$ cat config.mk
export PLATFORM = sky130hd
export DESIGN_NAME = pes_header_parser_top_flat
export DESIGN_NICKNAME = d
export VERILOG_FILES = /design/src/php_pkg.sv /design/src/php_if.sv /design/src/php_parser.sv /design/src/php_out_buf.sv /design/src/pes_header_parser_top.sv /design/src/flat_wrapper.sv
export SDC_FILE = /design/constraint.sdc
export NUM_CORES = 1
export LEC_CHECK = 0
export BUFFER_PORTS_ARGS = -buffer_cell sky130_fd_sc_hd__buf_2
export CAP_MARGIN = 20
export CORE_MARGIN = 3
export CORE_UTILIZATION = 64
export CTS_CLUSTER_DIAMETER = 200
export DETAILED_ROUTE_END_ITERATION = 12
export PLACE_DENSITY = 0.85
export SLEW_MARGIN = 20
export SYNTH_ARGS = -nofsm -noshare
export SYNTH_HDL_FRONTEND = slang
export SYNTH_SLANG_ARGS = --single-unit
$ cat constraint.sdc
create_clock -name clk -period 51.2 [get_ports clk]
set_clock_uncertainty 0.15 [all_clocks]
set_input_delay 5.12 -clock clk [delete_from_list [all_inputs] [get_ports clk]]
set_output_delay 5.12 -clock clk [all_outputs]
set_load 0.02 [all_outputs]
$ cat src/php_pkg.sv
// Package for the PES header parser: section codes, result record type,
// stream id constants and the small decode helpers.
// No dependencies.
package php_pkg;

  typedef enum logic [3:0] {
    SEC_IDLE, SEC_FIXED, SEC_PTS, SEC_DTS, SEC_ESCR, SEC_RATE, SEC_TRICK, SEC_COPY,
    SEC_CRC, SEC_EXTF, SEC_PRIV, SEC_PACKLEN, SEC_PACKSKIP, SEC_SEQ, SEC_PSTD, SEC_STUFF
  } sec_t;

  localparam logic [7:0] SID_PROG_MAP  = 8'hBC;
  localparam logic [7:0] SID_PADDING   = 8'hBE;
  localparam logic [7:0] SID_PRIVATE2  = 8'hBF;
  localparam logic [7:0] SID_ECM       = 8'hF0;
  localparam logic [7:0] SID_EMM       = 8'hF1;
  localparam logic [7:0] SID_PROG_DIR  = 8'hFF;
  localparam logic [7:0] SID_DSMCC     = 8'hF2;
  localparam logic [7:0] SID_H222_E    = 8'hF8;
  localparam logic [7:0] PRIV_SKIP     = 8'd16;

  typedef struct packed {
    logic [7:0]  sid;
    logic [15:0] len;
    logic [15:0] flags;
    logic [32:0] pts;
    logic [32:0] dts;
    logic [41:0] escr;
    logic [21:0] rate;
    logic [12:0] trick;
    logic [6:0]  copy;
    logic [15:0] crc;
    logic [27:0] ext;
    logic [8:0]  ofs;
  } rec_t;

  // Whether a section is present, given the low flag byte and the extension flags.
  function automatic logic sec_present(input logic [3:0] s, input logic [7:0] f,
                                       input logic [7:0] e);
    logic r;
    r = 1'b0;
    unique case (sec_t'(s))
      SEC_PTS:     r = f[7];
      SEC_DTS:     r = (f[7:6] == 2'b11);
      SEC_ESCR:    r = f[5];
      SEC_RATE:    r = f[4];
      SEC_TRICK:   r = f[3];
      SEC_COPY:    r = f[2];
      SEC_CRC:     r = f[1];
      SEC_EXTF:    r = f[0];
      SEC_PRIV:    r = e[7];
      SEC_PACKLEN: r = e[6];
      SEC_SEQ:     r = e[5];
      SEC_PSTD:    r = e[4];
      SEC_STUFF:   r = 1'b1;
      default:     r = 1'b0;
    endcase
    return r;
  endfunction

  // First present section after the given one; stuffing when none is left.
  function automatic sec_t next_sec(input sec_t from, input logic [7:0] f,
                                    input logic [7:0] e);
    sec_t r;
    r = SEC_STUFF;
    for (int i = 14; i >= 1; i--) begin
      if (i > int'(from) && sec_present(4'(i), f, e)) begin
        r = sec_t'(4'(i));
      end
    end
    return r;
  endfunction

  function automatic logic [32:0] stamp33(input logic [47:0] a);
    return {a[35:33], a[31:17], a[15:1]};
  endfunction

  function automatic logic [12:0] trick_decode(input logic [7:0] b);
    logic [12:0] v;
    v = {b[7:5], 10'd0};
    case (b[7:5])
      3'd0, 3'd3: v[9:5] = {b[4:3], b[2], b[1:0]};
      3'd1, 3'd4: v[4:0] = b[4:0];
      3'd2:       v[9:8] = b[4:3];
      default:    v = {b[7:5], 10'd0};
    endcase
    return v;
  endfunction

endpackage

$ cat src/php_if.sv
// Stream channels of the PES header parser: input bytes and result records.
// No dependencies.
interface php_in_if;
  logic       valid;
  logic       ready;
  logic [7:0] data_byte;
  logic       packet_start;
  modport source (output valid, output data_byte, output packet_start, input ready);
  modport sink (input valid, input data_byte, input packet_start, output ready);
endinterface

interface php_out_if;
  logic        valid;
  logic        ready;
  logic [7:0]  stream_ident;
  logic [15:0] packet_length;
  logic [15:0] header_flags;
  logic [32:0] pts_value;
  logic [32:0] dts_value;
  logic [41:0] escr_value;
  logic [21:0] es_rate_value;
  logic [12:0] trick_info;
  logic [6:0]  copy_info;
  logic [15:0] previous_crc;
  logic [27:0] extension_info;
  logic [8:0]  payload_offset;
  modport source (output valid, output stream_ident, output packet_length,
                  output header_flags, output pts_value, output dts_value,
                  output escr_value, output es_rate_value, output trick_info,
                  output copy_info, output previous_crc, output extension_info,
                  output payload_offset, input ready);
  modport sink (input valid, input stream_ident, input packet_length,
                input header_flags, input pts_value, input dts_value,
                input escr_value, input es_rate_value, input trick_info,
                input copy_info, input previous_crc, input extension_info,
                input payload_offset, output ready);
endinterface

$ cat src/php_parser.sv
// Byte-level parse state machine: updates the header record per accepted word.
// Depends on php_pkg.
module php_parser (
  input  logic          clk,
  input  logic          rst_n,
  input  logic          take,
  input  logic [7:0]    din,
  input  logic          start,
  output logic          res_vld,
  output php_pkg::rec_t res_rec
);
  import php_pkg::*;

  logic [8:0]  bi_r, bi_nxt;
  logic [7:0]  hl_r, hl_nxt;
  sec_t        sec_r, sec_nxt;
  logic [2:0]  sb_r, sb_nxt;
  logic [7:0]  skip_r, skip_nxt;
  logic [47:0] acc_r, acc_nxt;
  rec_t        rec_r, rec_nxt;
  logic [7:0]  ext_r, ext_nxt;
  logic        emit, adv;
  sec_t        adv_from;
  logic [47:0] a;
  logic [2:0]  sbi;

  assign a   = {acc_r[39:0], din};
  assign sbi = sb_r + 3'd1;

  always_comb begin
    bi_nxt   = bi_r;
    hl_nxt   = hl_r;
    sec_nxt  = sec_r;
    sb_nxt   = sb_r;
    skip_nxt = skip_r;
    acc_nxt  = acc_r;
    rec_nxt  = rec_r;
    ext_nxt  = ext_r;
    emit     = 1'b0;
    adv      = 1'b0;
    adv_from = sec_r;
    if (take) begin
      if (start) begin
        bi_nxt   = '0;
        hl_nxt   = '0;
        sec_nxt  = SEC_FIXED;
        sb_nxt   = '0;
        skip_nxt = '0;
        acc_nxt  = '0;
        rec_nxt  = '0;
        ext_nxt  = '0;
      end else if (sec_r != SEC_IDLE) begin
        bi_nxt = bi_r + 9'd1;
        if (sec_r == SEC_FIXED) begin
          case (bi_nxt)
            9'd3: rec_nxt.sid = din;
            9'd4: rec_nxt.len = {din, 8'd0};
            9'd5: begin
              rec_nxt.len[7:0] = din;
              if (rec_r.sid == SID_PROG_MAP || rec_r.sid == SID_PADDING ||
                  rec_r.sid == SID_PRIVATE2 || rec_r.sid == SID_ECM ||
                  rec_r.sid == SID_EMM || rec_r.sid == SID_PROG_DIR ||
                  rec_r.sid == SID_DSMCC || rec_r.sid == SID_H222_E) begin
                rec_nxt.ofs = (rec_r.sid == SID_PADDING) ? 9'd0 : 9'd6;
                emit = 1'b1;
              end
            end
            9'd6: rec_nxt.flags = {din, 8'd0};
            9'd7: rec_nxt.flags[7:0] = din;
            9'd8: begin
              hl_nxt      = din;
              rec_nxt.ofs = 9'd9 + {1'b0, din};
              if (din == 8'd0) emit = 1'b1;
              else adv = 1'b1;
            end
            default: ;
          endcase
        end else begin
          acc_nxt = a;
          sb_nxt  = sbi;
          case (sec_r)
            SEC_PTS: if (sbi == 3'd5) begin
              rec_nxt.pts = stamp33(a);
              if (rec_r.flags[7:6] != 2'b11) rec_nxt.dts = stamp33(a);
              adv = 1'b1;
            end
            SEC_DTS: if (sbi == 3'd5) begin
              rec_nxt.dts = stamp33(a);
              adv = 1'b1;
            end
            SEC_ESCR: if (sbi == 3'd6) begin
              rec_nxt.escr = {a[45:43], a[41:40], a[39:27], a[25:11], a[9:8], a[7:1]};
              adv = 1'b1;
            end
            SEC_RATE: if (sbi == 3'd3) begin
              rec_nxt.rate = a[22:1];
              adv = 1'b1;
            end
            SEC_TRICK: begin
              rec_nxt.trick = trick_decode(din);
              adv = 1'b1;
            end
            SEC_COPY: begin
              rec_nxt.copy = din[6:0];
              adv = 1'b1;
            end
            SEC_CRC: if (sbi == 3'd2) begin
              rec_nxt.crc = a[15:0];
              adv = 1'b1;
            end
            SEC_EXTF: begin
              ext_nxt = din;
              adv = 1'b1;
            end
            SEC_PRIV, SEC_PACKSKIP: begin
              if (skip_r > 8'd1) skip_nxt = skip_r - 8'd1;
              else begin
                skip_nxt = '0;
                adv = 1'b1;
              end
            end
            SEC_PACKLEN: begin
              skip_nxt = din;
              if (din == 8'd0) begin
                adv = 1'b1;
                adv_from = SEC_PACKSKIP;
              end else begin
                sec_nxt = SEC_PACKSKIP;
                sb_nxt  = '0;
              end
            end
            SEC_SEQ: if (sbi == 3'd2) begin
              rec_nxt.ext[27:14] = {a[14:8], a[6], a[5:0]};
              adv = 1'b1;
            end
            SEC_PSTD: if (sbi == 3'd2) begin
              rec_nxt.ext[13:0] = a[13:0];
              adv = 1'b1;
            end
            default: ;
          endcase
          if (bi_nxt == 9'd8 + {1'b0, hl_r}) emit = 1'b1;
        end
      end
    end
    if (adv) begin
      sec_nxt = next_sec(adv_from, rec_nxt.flags[7:0], ext_nxt);
      sb_nxt  = '0;
      acc_nxt = '0;
      if (sec_nxt == SEC_PRIV) skip_nxt = PRIV_SKIP;
    end
    if (emit) sec_nxt = SEC_IDLE;
  end

  always_ff @(posedge clk) begin
    if (!rst_n) begin
      bi_r   <= '0;
      hl_r   <= '0;
      sec_r  <= SEC_IDLE;
      sb_r   <= '0;
      skip_r <= '0;
      acc_r  <= '0;
      rec_r  <= '0;
      ext_r  <= '0;
    end else begin
      bi_r   <= bi_nxt;
      hl_r   <= hl_nxt;
      sec_r  <= sec_nxt;
      sb_r   <= sb_nxt;
      skip_r <= skip_nxt;
      acc_r  <= acc_nxt;
      rec_r  <= rec_nxt;
      ext_r  <= ext_nxt;
    end
  end

  assign res_vld = emit;
  assign res_rec = rec_nxt;
endmodule

$ cat src/php_out_buf.sv
// Result register with a skid stage, so input words keep flowing under a stall until the skid stage fills.
// Depends on php_pkg.
module php_out_buf (
  input  logic          clk,
  input  logic          rst_n,
  input  logic          push,
  input  php_pkg::rec_t push_rec,
  output logic          can_push,
  output logic          out_vld,
  input  logic          out_rdy,
  output php_pkg::rec_t out_rec
);
  import php_pkg::*;

  logic out_vld_r, skid_vld_r;
  rec_t out_r, skid_r;

  always_ff @(posedge clk) begin
    if (!rst_n) begin
      out_vld_r  <= 1'b0;
      skid_vld_r <= 1'b0;
    end else if (!out_vld_r || out_rdy) begin
      if (skid_vld_r) begin
        out_vld_r  <= 1'b1;
        skid_vld_r <= 1'b0;
      end else begin
        out_vld_r <= push;
      end
    end else if (push) begin
      skid_vld_r <= 1'b1;
    end
  end

  always_ff @(posedge clk) begin
    if (!out_vld_r || out_rdy) begin
      out_r <= skid_vld_r ? skid_r : push_rec;
    end else if (push) begin
      skid_r <= push_rec;
    end
  end

  assign can_push = !skid_vld_r;
  assign out_vld  = out_vld_r;
  assign out_rec  = out_r;
endmodule

$ cat src/pes_header_parser_top.sv
// PES header parser, top level: parse state machine and result buffer.
// Depends on php_pkg, php_if, php_parser and php_out_buf.
//
// Takes one PES byte per clock, with packet_start marking the first start-code
// byte, and gives one header record per packet: at byte 5 for streams without an
// optional header, else at the last header byte. Each accepted word is decoded in
// the cycle it arrives; the record then passes through the output register (or the
// skid stage under a stall). The input stays ready every cycle; it drops only when
// a result sits stalled in the output register and a second waits in the skid stage.
module pes_header_parser_top (
  input logic        clk,
  input logic        rst_n,
  php_in_if.sink     in_ch,
  php_out_if.source  out_ch
);
  import php_pkg::*;

  logic take, res_vld, can_push;
  rec_t res_rec, out_rec;

  assign take        = in_ch.valid && in_ch.ready;
  assign in_ch.ready = can_push;

  php_parser u_parser (
    .clk     (clk),
    .rst_n   (rst_n),
    .take    (take),
    .din     (in_ch.data_byte),
    .start   (in_ch.packet_start),
    .res_vld (res_vld),
    .res_rec (res_rec)
  );

  php_out_buf u_buf (
    .clk      (clk),
    .rst_n    (rst_n),
    .push     (res_vld),
    .push_rec (res_rec),
    .can_push (can_push),
    .out_vld  (out_ch.valid),
    .out_rdy  (out_ch.ready),
    .out_rec  (out_rec)
  );

  assign out_ch.stream_ident   = out_rec.sid;
  assign out_ch.packet_length  = out_rec.len;
  assign out_ch.header_flags   = out_rec.flags;
  assign out_ch.pts_value      = out_rec.pts;
  assign out_ch.dts_value      = out_rec.dts;
  assign out_ch.escr_value     = out_rec.escr;
  assign out_ch.es_rate_value  = out_rec.rate;
  assign out_ch.trick_info     = out_rec.trick;
  assign out_ch.copy_info      = out_rec.copy;
  assign out_ch.previous_crc   = out_rec.crc;
  assign out_ch.extension_info = out_rec.ext;
  assign out_ch.payload_offset = out_rec.ofs;
endmodule

$ cat src/flat_wrapper.sv
// flat-port wrapper written by rule: the top's interface ports become plain ports
module pes_header_parser_top_flat import php_pkg::*;
  (clk, rst_n, in_ch_valid, in_ch_data_byte, in_ch_packet_start, in_ch_ready, out_ch_valid, out_ch_stream_ident, out_ch_packet_length, out_ch_header_flags, out_ch_pts_value, out_ch_dts_value, out_ch_escr_value, out_ch_es_rate_value, out_ch_trick_info, out_ch_copy_info, out_ch_previous_crc, out_ch_extension_info, out_ch_payload_offset, out_ch_ready);
  php_in_if in_ch_i ();
  php_out_if out_ch_i ();
  input logic clk;
  input logic rst_n;
  input wire logic [$bits(in_ch_i.valid)-1:0] in_ch_valid;
  input wire logic [$bits(in_ch_i.data_byte)-1:0] in_ch_data_byte;
  input wire logic [$bits(in_ch_i.packet_start)-1:0] in_ch_packet_start;
  output wire logic [$bits(in_ch_i.ready)-1:0] in_ch_ready;
  output wire logic [$bits(out_ch_i.valid)-1:0] out_ch_valid;
  output wire logic [$bits(out_ch_i.stream_ident)-1:0] out_ch_stream_ident;
  output wire logic [$bits(out_ch_i.packet_length)-1:0] out_ch_packet_length;
  output wire logic [$bits(out_ch_i.header_flags)-1:0] out_ch_header_flags;
  output wire logic [$bits(out_ch_i.pts_value)-1:0] out_ch_pts_value;
  output wire logic [$bits(out_ch_i.dts_value)-1:0] out_ch_dts_value;
  output wire logic [$bits(out_ch_i.escr_value)-1:0] out_ch_escr_value;
  output wire logic [$bits(out_ch_i.es_rate_value)-1:0] out_ch_es_rate_value;
  output wire logic [$bits(out_ch_i.trick_info)-1:0] out_ch_trick_info;
  output wire logic [$bits(out_ch_i.copy_info)-1:0] out_ch_copy_info;
  output wire logic [$bits(out_ch_i.previous_crc)-1:0] out_ch_previous_crc;
  output wire logic [$bits(out_ch_i.extension_info)-1:0] out_ch_extension_info;
  output wire logic [$bits(out_ch_i.payload_offset)-1:0] out_ch_payload_offset;
  input wire logic [$bits(out_ch_i.ready)-1:0] out_ch_ready;
  assign in_ch_i.valid = in_ch_valid;
  assign in_ch_i.data_byte = in_ch_data_byte;
  assign in_ch_i.packet_start = in_ch_packet_start;
  assign in_ch_ready = in_ch_i.ready;
  assign out_ch_valid = out_ch_i.valid;
  assign out_ch_stream_ident = out_ch_i.stream_ident;
  assign out_ch_packet_length = out_ch_i.packet_length;
  assign out_ch_header_flags = out_ch_i.header_flags;
  assign out_ch_pts_value = out_ch_i.pts_value;
  assign out_ch_dts_value = out_ch_i.dts_value;
  assign out_ch_escr_value = out_ch_i.escr_value;
  assign out_ch_es_rate_value = out_ch_i.es_rate_value;
  assign out_ch_trick_info = out_ch_i.trick_info;
  assign out_ch_copy_info = out_ch_i.copy_info;
  assign out_ch_previous_crc = out_ch_i.previous_crc;
  assign out_ch_extension_info = out_ch_i.extension_info;
  assign out_ch_payload_offset = out_ch_i.payload_offset;
  assign out_ch_i.ready = out_ch_ready;
  pes_header_parser_top u_core (.clk(clk), .rst_n(rst_n), .in_ch(in_ch_i), .out_ch(out_ch_i));
endmodule
# Yosys cells after proc, flatten, opt, wreduce, memory -nomap -nowiden

Index checks and enable logic that the tools add are counted.

Input bits: 13
Logic and storage cells: 286
Bits in registers: 809
Output and inout port bits: 245

Add/subtract/negate cells: 5
Equality and inequality tests: 43
Magnitude comparators: 15
Reductions and logical operators: 51
Bitwise operators: 2
Multiplexer cells: 124

Operator list:

| kind                | number |
|---|---|
| $mux 243            | 4 |
| $mux 194            | 1 |
| $mux 8              | 19 |
| $mux 38             | 3 |
| $mux 4              | 27 |
| $mux 33             | 3 |
| $mux 42             | 2 |
| $mux 66             | 1 |
| $pmux 33 s2         | 1 |
| $eq 8x8->1 const B  | 8 |
| $mux 14             | 4 |
| $pmux 8 s2          | 3 |
| $mux 22             | 2 |
| $mux 40             | 1 |
| $eq 9x3->1 const B  | 4 |
| $mux 9              | 4 |
| $mux 1              | 33 |
| $eq 4x4->1 const B  | 8 |
| $mux 16             | 2 |
| $gt 4x4->1 const A  | 7 |
| $mux 3              | 7 |
| $add 4x8->9 const A | 2 |
| $pmux 9 s2          | 1 |
| $eq 4x3->1 const B  | 4 |
| 39 further kinds    | 89 |

# Logic depth before layout (Yosys ltp)

Gate-level depths: netlist (run 1).

Depth after elaboration: 29
Mapped depth: 13

# By module

A second synthesis (run 1) with hierarchy kept.

Cells, all modules: 2,319
Area total of the unflattened synthesis: 32,195.9 sq um

Modules (own cells, without submodules):

| module                | times used | seq. area each (sq um) | cells each | area an instance (sq um) |
|---|---|---|---|---|
| php_out_buf           | 1          | 14,634.0               | 765        | 17,792.1 |
| php_parser            | 1          | 6,326.1                | 1,553      | 14,397.6 |
| pes_header_parser_top | 1          | 0.0                    | 1          | 6.3 |

# Least setup slack after synthesis (run 1)

No wires, ideal clock.

Path type: input-to-reg
Start point: in out_ch_ready
End point: reg u_core.u_buf.skid_r[0] in the netlist's numbering (enable)
Slack: 18.579 ns
Arrival time: 29.468 ns
Stages on the path: 2
Required time: 48.047 ns
Library setup time: 3.003 ns
Cells stage by stage: nand2b_1 > nor2_1

Word-level cells in the longest chain between the ends: 3

Ends and longest elaborated chain:

| what                              | line               | text |
|---|---|---|
| start, declared                   | flat_wrapper.sv:25 | `input wire logic [$bits(out_ch_i.ready)-1:0] out_ch_ready;` |
| $logic_or 1x1->1                  | php_out_buf.sv:35  | `if (!out_vld_r \|\| out_rdy) begin` |
| $not 1->1 (no source line)        | -                  |  |
| $reduce_and 2->1 (no source line) | -                  |  |
| end signal, assigned              | php_out_buf.sv:38  | `skid_r <= push_rec;` |
| end, declared                     | php_out_buf.sv:16  | `rec_t out_r, skid_r;` |

Every way passes these cells.
A chain may end at the register's enable or synchronous reset.

# Worst setup path after layout (run 1)

Start point: in in_ch_data_byte[1]
End point: reg u_core.u_buf.skid_r[117] in the netlist's numbering (enable)

Word-level cells in the longest chain between the ends: 8

Ends and longest elaborated chain:

| what                              | line              | text |
|---|---|---|
| start, declared                   | flat_wrapper.sv:9 | `input wire logic [$bits(in_ch_i.data_byte)-1:0] in_ch_data_byte;` |
| $logic_not 8->1                   | php_parser.sv:73  | `if (din == 8'd0) emit = 1'b1;` |
| $mux 1                            | php_parser.sv:73  |  |
| $pmux 1 s2                        | php_parser.sv:55  | `case (bi_nxt)` |
| $mux 1                            | php_parser.sv:54  | `if (sec_r == SEC_FIXED) begin` |
| $mux 1                            | php_parser.sv:52  | `end else if (sec_r != SEC_IDLE) begin` |
| $mux 1                            | php_parser.sv:43  | `if (start) begin` |
| $mux 1                            | php_parser.sv:42  | `if (take) begin` |
| $reduce_and 2->1 (no source line) | -                 |  |

Every way passes these cells.

==> results of run 1 <==
[cells in the final DEF, fill, tap and decap left out, drive strengths merged, types with 7 or more instances in the layout]
cell and n:
edfxtp 486, dfxtp 318, buf 287, and2 237, mux2 231, a22o 204
nor2 124, clkbuf 113, nand2 85, a22oi 68, a21oi 66, o21ai 64
nor3 35, nand3 28, inv 27, clkinv 19, xnor2 18, ha 14
nand4 13, a21o 11, mux2i 10, nor2b 10, and3 9, nor4 9
a31oi 9, or3 7, xor2 7, bufinv 7, a211oi 7
[how the worst min path moves through the flow]
stage	start	to	slack (ns)	depth (start not counted)
finish	u_core.u_parser.rec_r[51]	u_core.u_parser.rec_r[51]	0.31	2
global route	u_core.u_parser.rec_r[51]	u_core.u_parser.rec_r[51]	0.36	2
CTS	u_core.u_parser.rec_r[51]	u_core.u_parser.rec_r[51]	0.31	2
detailed placement	u_core.u_parser.rec_r[51]	u_core.u_parser.rec_r[51]	0.30	2
global placement	u_core.u_parser.rec_r[51]	u_core.u_parser.rec_r[51]	0.30	2
floorplan	u_core.u_parser.rec_r[51]	u_core.u_parser.rec_r[51]	0.29	2
[sequential cells by signal, summed over array words and instances (netlist names)]
name / cells
u_core.u_parser.bi_r: 9
u_core.u_buf.skid_r: 243
u_core.u_parser.rec_r: 243
u_core.u_parser.skip_r: 8
u_core.u_buf.skid_vld_r: 1
u_core.u_parser.sb_r: 3
u_core.u_parser.ext_r: 4
u_core.u_parser.acc_r: 37
u_core.u_buf.out_rec: 243
u_core.u_parser.hl_r: 8
u_core.u_parser.sec_r: 4
u_core.u_buf.out_vld: 1
[cell usage after synthesis, drive strengths merged (6+ instances only)]
cell / number
edfxtp: 486
dfxtp: 318
and2: 237
mux2: 231
a22o: 204
clkbuf: 145
nor2: 124
nand2: 85
a22oi: 68
a21oi: 66
o21ai: 64
nor3: 35
nand3: 28
inv: 23
buf: 22
xnor2: 18
ha: 14
nand4: 13
a21o: 11
mux2i: 10
nor2b: 10
a31oi: 9
and3: 9
nor4: 9
a211oi: 7
or3: 7
xor2: 7
o211ai: 6
[cell families (layout without fill, tap and decap cells)]
family,count (synthesis),count (layout)
compound gates,470,470
xor+xnor,25,25
fa+ha+maj,15,15
buf+inv,191,454
flops,804,804
mux,241,241
simple gates,586,586
[where the power goes]
part	leakage, uW	internal, uW	total (uW)	switching [uW]
logic	0.00572	3.12	19.9	16.8
clock network	0.00128	347	584	237
registers	0.00823	678	678	0.152
[cell type report]
type | instances | area [um^2] | area share [%]
repair buffers | 287 | 1602 | 4.444
well taps | 656 | 820.8 | 2.278
clock buffers | 113 | 2291 | 6.357
inverters | 24 | 97.59 | 0.2708
flip-flops and latches | 804 | 20960 | 58.16
multi-input cells | 1337 | 9930 | 27.55
clock inverters | 30 | 337.8 | 0.9374
[metrics by stage]
stage	total power [uW]	instance area [um^2]
CTS	1288	35920
detailed placement	711.6	33290
global placement	711.1	33270
floorplan	704.1	31540
global route	1314	36040
finish	1282	36040
[worst max-delay path, stage by stage]
cell and delay [ns]:
buf_2 0.34, inv_1 0.14, ha_1 0.14, nor4b_1 0.24, nand2_1 0.20, or2_2 0.33, a21oi_1 0.14, o21ai_0 0.20
nor2_4 0.77, buf_4 0.90
[routing by layer]
layer | up-vias | part of all wire (%) | global-route usage, % | routed length (um)
met2 | 921 | 50 | 47.32 | 37870
li1 | 9071 | - | - | -
met3 | 177 | 6.8 | 4.491 | 5150
met1 | 10140 | 40 | 37.88 | 30350
met5 | - | 0.037 | 0 | 28
met4 | 4 | 3.6 | 11.52 | 2725
==> impl_metrics.csv, run 1 <==
group,metric,value,unit
grt,grt_max_degree,123,
layout,num_antenna_cells,0,
critical_path,critPathKind,"input pin to flip-flop",
timing,max_slew.worst_pin.slew,1.138,ns
clocking,clockBufferDepth,3,
timing,finalHoldViolCount,0,
route,routed_via_density,6.247,
die,ioPinCount,258,
synth,synthSimpleGateAreaFrac,10.12,%
critical_path,critPathCaptureType,"flip-flop",
clocking,cts_setup_buffers,0,
clocking,clock_sinks,804,
layout,final_nets,2559,
place,gp_congestion,0.8745,
clocking,ctsHtreeMaxLevel,3,
place,place_hpwl,44760,um
critical_path,cp-endpoint,"u_core.u_buf.skid_r[117]",
synth,ys.flop_type,"edfxtp_1",
layout,nFillCells,2971,
clocking,clkSlewWorstSetupHoldPaths,0.06,ns
power,leakagePower,0.01524,uW
critical_path,r2r_start,"u_core.u_parser.bi_r[0]",
place,dp.cells,3103,
critical_path,cp-startpoint,"in_ch_data_byte[1]",
clocking,cts_tree,"yes",
grt,grt_usage,28.46,%
critical_path,start_kind,"input pin",
grt,overflow,0,
synth,syn_nets,2359,
synth,yosysSeqAreaShare,66.47,%
critical_path,reg2reg_to,"u_core.u_buf.skid_r[117]",
synth,async_flop_share,0,%
clocking,post_cts_resize_count,0,
timing,finalSetupViolCount,0,
timing,maxSlewViolCount,0,
die,die_w,228.0,um
layout,final_cells,3251,
route,routedWlPerCell,23.41,um
timing,slew_headroom,23.84,%
status,status,"complete, no violations",
place,dp_slack,42.07,ns
timing,rsz0062_at_grt,"no",
timing,setup_ws,42.68,ns
layout,finalCoreUtilization,74.70,%
critical_path,r2r_cells,8,
synth,synth_fa_ha_area_share,0.5872,%
grt,grt_pass1_wl,116700,um
place,numPortBuffers,257,
die,fp.coreArea,0.04825,mm^2
timing,period_share,16.65,%
timing,finalSetupTns,0,ns
run,cap_violations,0,
synth,synth-edff-count,486,
synth,synth.top_cell.area_share,46.28,%
die,die_y,228.0,um
route,routed-via-count,20310,
grt,grt_pass1_vias,20060,
layout,drive_above_1_share,26.13,%
die,die_area,0.05197,mm^2
synth,synth.avg_cell_area,13.52,um^2
synth,post-synth-top-area-cell,"edfxtp_1",
power,p_per_area,35.57,mW/mm^2
route,drt_first_pass_iters,5,
route,wirelength,76120,um
clocking,postCtsHoldBufs,0,
synth,synth_area_leaders,"edfxtp_1, dfxtp_1, mux2_2",
grt,grt_antenna_before_repair,2,
synth,yosysWarnings,0,
synth,synth-compound-area-share,11.16,%
critical_path,critPathMaxFanout,74,
synth,ys_types,79,
synth,syn-cell-area,0.03154,mm^2
route,drt_iter0_drc,2199,
critical_path,crit_required,51.28,ns
critical_path,worstPathArrival,8.60,ns
critical_path,worst-r2r-setup-slack,46.16,ns
clocking,cts_root_buf,"clkbuf_16",
synth,yosys_register_bits,804,
synth,synth_top_family_by_area,"compound AO/OA/AOI/OAI gates",
timing,period_needed,8.524,ns
clocking,insertion_delay,0.62,ns
synth,synthXorXnorAreaFrac,0.6943,%
hold_path,hold_path_class,"flip-flop to flip-flop",
timing,hold_ws,0.3097,ns
power,peakVddDrop,0.02565,mV
route,drc,0,
die,start_util,65.36,%
die,num_rows,80,
clocking,cts-buffers-inserted,78,
synth,synthMuxAreaShare,8.566,%
route,ant_nets,0,
synth,syn-instance-count,2332,
timing,fmax,0.1173,GHz
layout,synthToLayoutAreaGrowth,14.28,%
No activity file was read; power rests on OpenSTA's default activity.
==> run 2, diff against run 1 <==
--- a/config.mk
+++ b/config.mk
@@ -5,13 +5,14 @@
 export SDC_FILE = /design/constraint.sdc
 export NUM_CORES = 1
 export LEC_CHECK = 0
+export ABC_AREA = 1
 export BUFFER_PORTS_ARGS = -buffer_cell sky130_fd_sc_hd__buf_2
 export CAP_MARGIN = 20
 export CORE_MARGIN = 3
-export CORE_UTILIZATION = 64
+export CORE_UTILIZATION = 54
 export CTS_CLUSTER_DIAMETER = 200
 export DETAILED_ROUTE_END_ITERATION = 12
-export PLACE_DENSITY = 0.85
+export PLACE_DENSITY = 0.77
 export SLEW_MARGIN = 20
 export SYNTH_ARGS = -nofsm -noshare
 export SYNTH_HDL_FRONTEND = slang
==> constraint.sdc (replaced) <==
create_clock -name clk -period 7.2 [get_ports clk]
set_clock_uncertainty 0.15 [all_clocks]
set_input_delay 0.72 -clock clk [delete_from_list [all_inputs] [get_ports clk]]
set_output_delay 0.72 -clock clk [all_outputs]
set_load 0.02 [all_outputs]
==> impl_metrics.csv, run 2 <==
group,metric,value,unit
die,die_w,248.3,um
grt,grt_usage,25.34,%
die,ioPinCount,258,
hold_path,hold_path_class,"flip-flop to flip-flop",
clocking,cts_tree,"yes",
clocking,cts_setup_buffers,0,
die,start_util,54.75,%
timing,finalHoldViolCount,0,
grt,grt_pass1_wl,121200,um
route,ant_nets,0,
critical_path,critPathKind,"flip-flop to flip-flop",
power,peakVddDrop,0.1682,mV
clocking,postCtsHoldBufs,0,
critical_path,worstPathArrival,4.13,ns
timing,maxSlewViolCount,0,
critical_path,crit_required,7.49,ns
synth,syn_nets,3189,
critical_path,worst-r2r-setup-slack,3.36,ns
synth,yosys_register_bits,804,
layout,layout_common_cells,"inv_1, edfxtp_1, nand2_1, nor2_1, o21ai_0",
synth,ys_types,50,
route,routed_via_density,5.489,
synth,synthXorXnorAreaFrac,0.3867,%
synth,ys.flop_type,"edfxtp_1",
route,drt_iter0_drc,2791,
synth,async_flop_share,0,%
layout,final_nets,3386,
synth,yosysWarnings,0,
critical_path,critPathCaptureType,"flip-flop",
route,drt_first_pass_iters,6,
clocking,ctsHtreeMaxLevel,3,
synth,synthMuxAreaShare,0,%
grt,overflow,0,
synth,synth_top_family_by_area,"compound AO/OA/AOI/OAI gates",
status,status,"complete, no violations",
die,fp.coreArea,0.05792,mm^2
synth,synth-compound-area-share,12.65,%
run,cap_violations,0,
clocking,clock_sinks,804,
power,leakagePower,0.01458,uW
timing,slew_headroom,18.90,%
layout,layout_commonest_cell,"inv_1",
timing,period_share,53.35,%
synth,syn-instance-count,3162,
grt,grt_pass1_vias,21500,
hold_path,hold-path-cell-count,2,
die,die_y,248.3,um
place,place_hpwl,48820,um
timing,rsz0062_at_grt,"no",
route,wirelength,79680,um
timing,max_slew.worst_pin.slew,1.216,ns
critical_path,start_kind,"flip-flop",
timing,hold_ws,0.3171,ns
timing,period_needed,3.841,ns
critical_path,r2r_cells,9,
layout,synthToLayoutAreaGrowth,14.52,%
clocking,post_cts_resize_count,0,
synth,synth_area_leaders,"edfxtp_1, dfxtp_1, inv_1",
timing,finalSetupViolCount,0,
synth,synthTopCellsByCount,"inv_1, edfxtp_1, nand2_1",
synth,synth.top_cell.area_share,46.02,%
power,p_per_area,254.8,mW/mm^2
clocking,clockBufferDepth,3,
route,routedWlPerCell,19.01,um
critical_path,r2r_start,"u_core.u_buf.skid_vld_r",
place,dp.cells,4042,
layout,final_cells,4192,
clocking,clkSlewWorstSetupHoldPaths,0.06,ns
clocking,cts-buffers-inserted,80,
clocking,cts_root_buf,"clkbuf_16",
synth,synth.avg_cell_area,10.03,um^2
grt,grt_max_degree,256,
critical_path,critPathMaxFanout,67,
die,num_rows,88,
synth,synth_fa_ha_area_share,0.5524,%
synth,synth-edff-count,486,
grt,grt_antenna_before_repair,1,
timing,fmax,0.2604,GHz
clocking,insertion_delay,0.63,ns
hold_path,min_to,"u_core.u_parser.hl_r[7]",
route,drc,0,
die,die_area,0.06167,mm^2
critical_path,reg2reg_to,"u_core.u_buf.out_rec[123]",
hold_path,hold_start,"u_core.u_parser.hl_r[7]",
synth,yosysSeqAreaShare,66.10,%
synth,post-synth-top-area-cell,"edfxtp_1",
place,gp_congestion,0.9039,
synth,syn-cell-area,0.03171,mm^2
layout,drive_above_1_share,14.10,%
synth,synthMostInstantiatedCell,"inv_1",
synth,synthSimpleGateAreaFrac,11.78,%
place,numPortBuffers,257,
route,routed-via-count,23010,
-- run 2: per-layer routing --
layer | track usage (%) | wire length [um] | part of all wire [%]
met1 | 36.04 | 34270 | 43
met4 | 8.805 | 2278 | 2.9
met3 | 4.532 | 6608 | 8.3
met2 | 39.49 | 36530 | 46
met5 | 0 | 0 | 0
-- run 2: worst max-delay path by stage --
stage	from	to	cells after the start
finish	u_core.u_buf.skid_vld_r	u_core.u_buf.out_rec[123]	9
CTS	u_core.u_buf.skid_vld_r	u_core.u_buf.out_rec[123]	9
floorplan	in_ch_data_byte[1]	u_core.u_buf.skid_r[0]	8
global placement	in_ch_data_byte[3]	u_core.u_buf.skid_r[52]	8
global route	u_core.u_buf.skid_vld_r	u_core.u_parser.skip_r[2]	22
detailed placement	in_ch_data_byte[3]	u_core.u_buf.skid_r[46]	8
-- run 2: report_power, final --
part | total [uW] | switching [uW] | internal (uW)
Sequential | 4850 | 13.4 | 4840
Combinational | 237 | 192 | 45.3
Clock | 4170 | 1770 | 2390
-- run 2: logic make-up (layout without fill, tap and decap cells) --
family	Yosys count	in the layout
and+or+nand+nor	909	909
DFF	804	804
buffers and inverters	716	980
AOI/OAI and AO/OA	705	705
adders and majority gates	14	14
xor gates and xnor gates	14	14
other	0	1
-- run 2: through the flow --
step / setup TNS [ns] / utilization (%) / cell area [um^2] / total power [uW] / setup WS (ns)
floorplan: -3636.68 / - / 31810 / 5097 / -14.97
global placement: 0 / 58.13 / 33660 / 5181 / 3.194
detailed placement: 0 / 58.13 / 33660 / 5183 / 3.146
CTS: 0 / 62.68 / 36300 / 9306 / 3.419
global route: 0 / 62.70 / 36310 / 9499 / 3.119
finish: 0 / 62.70 / 36310 / 9253 / 3.359
-- run 2: worst max-delay path: stages (launching register included) --
cell and delay [ns]:
dfxtp_4 0.52, inv_2 0.14, nand2_1 0.06, buf_4 0.26, nor2_4 0.15, buf_4 0.65, nand2_2 0.81, o22ai_1 0.50
inv_1 0.10, o21ai_0 0.19
-- run 2: final cells by class --
class / instances / area, um^2
clock buffer: 104 / 2155
clock inverter: 45 / 483.0
fill: 4609 / 21600
antenna: 1 / 2.502
tap: 765 / 957.2
multi-input combinational: 1642 / 8172
timing repair buffer: 278 / 1481
sequential: 804 / 20970
inverter: 553 / 2092
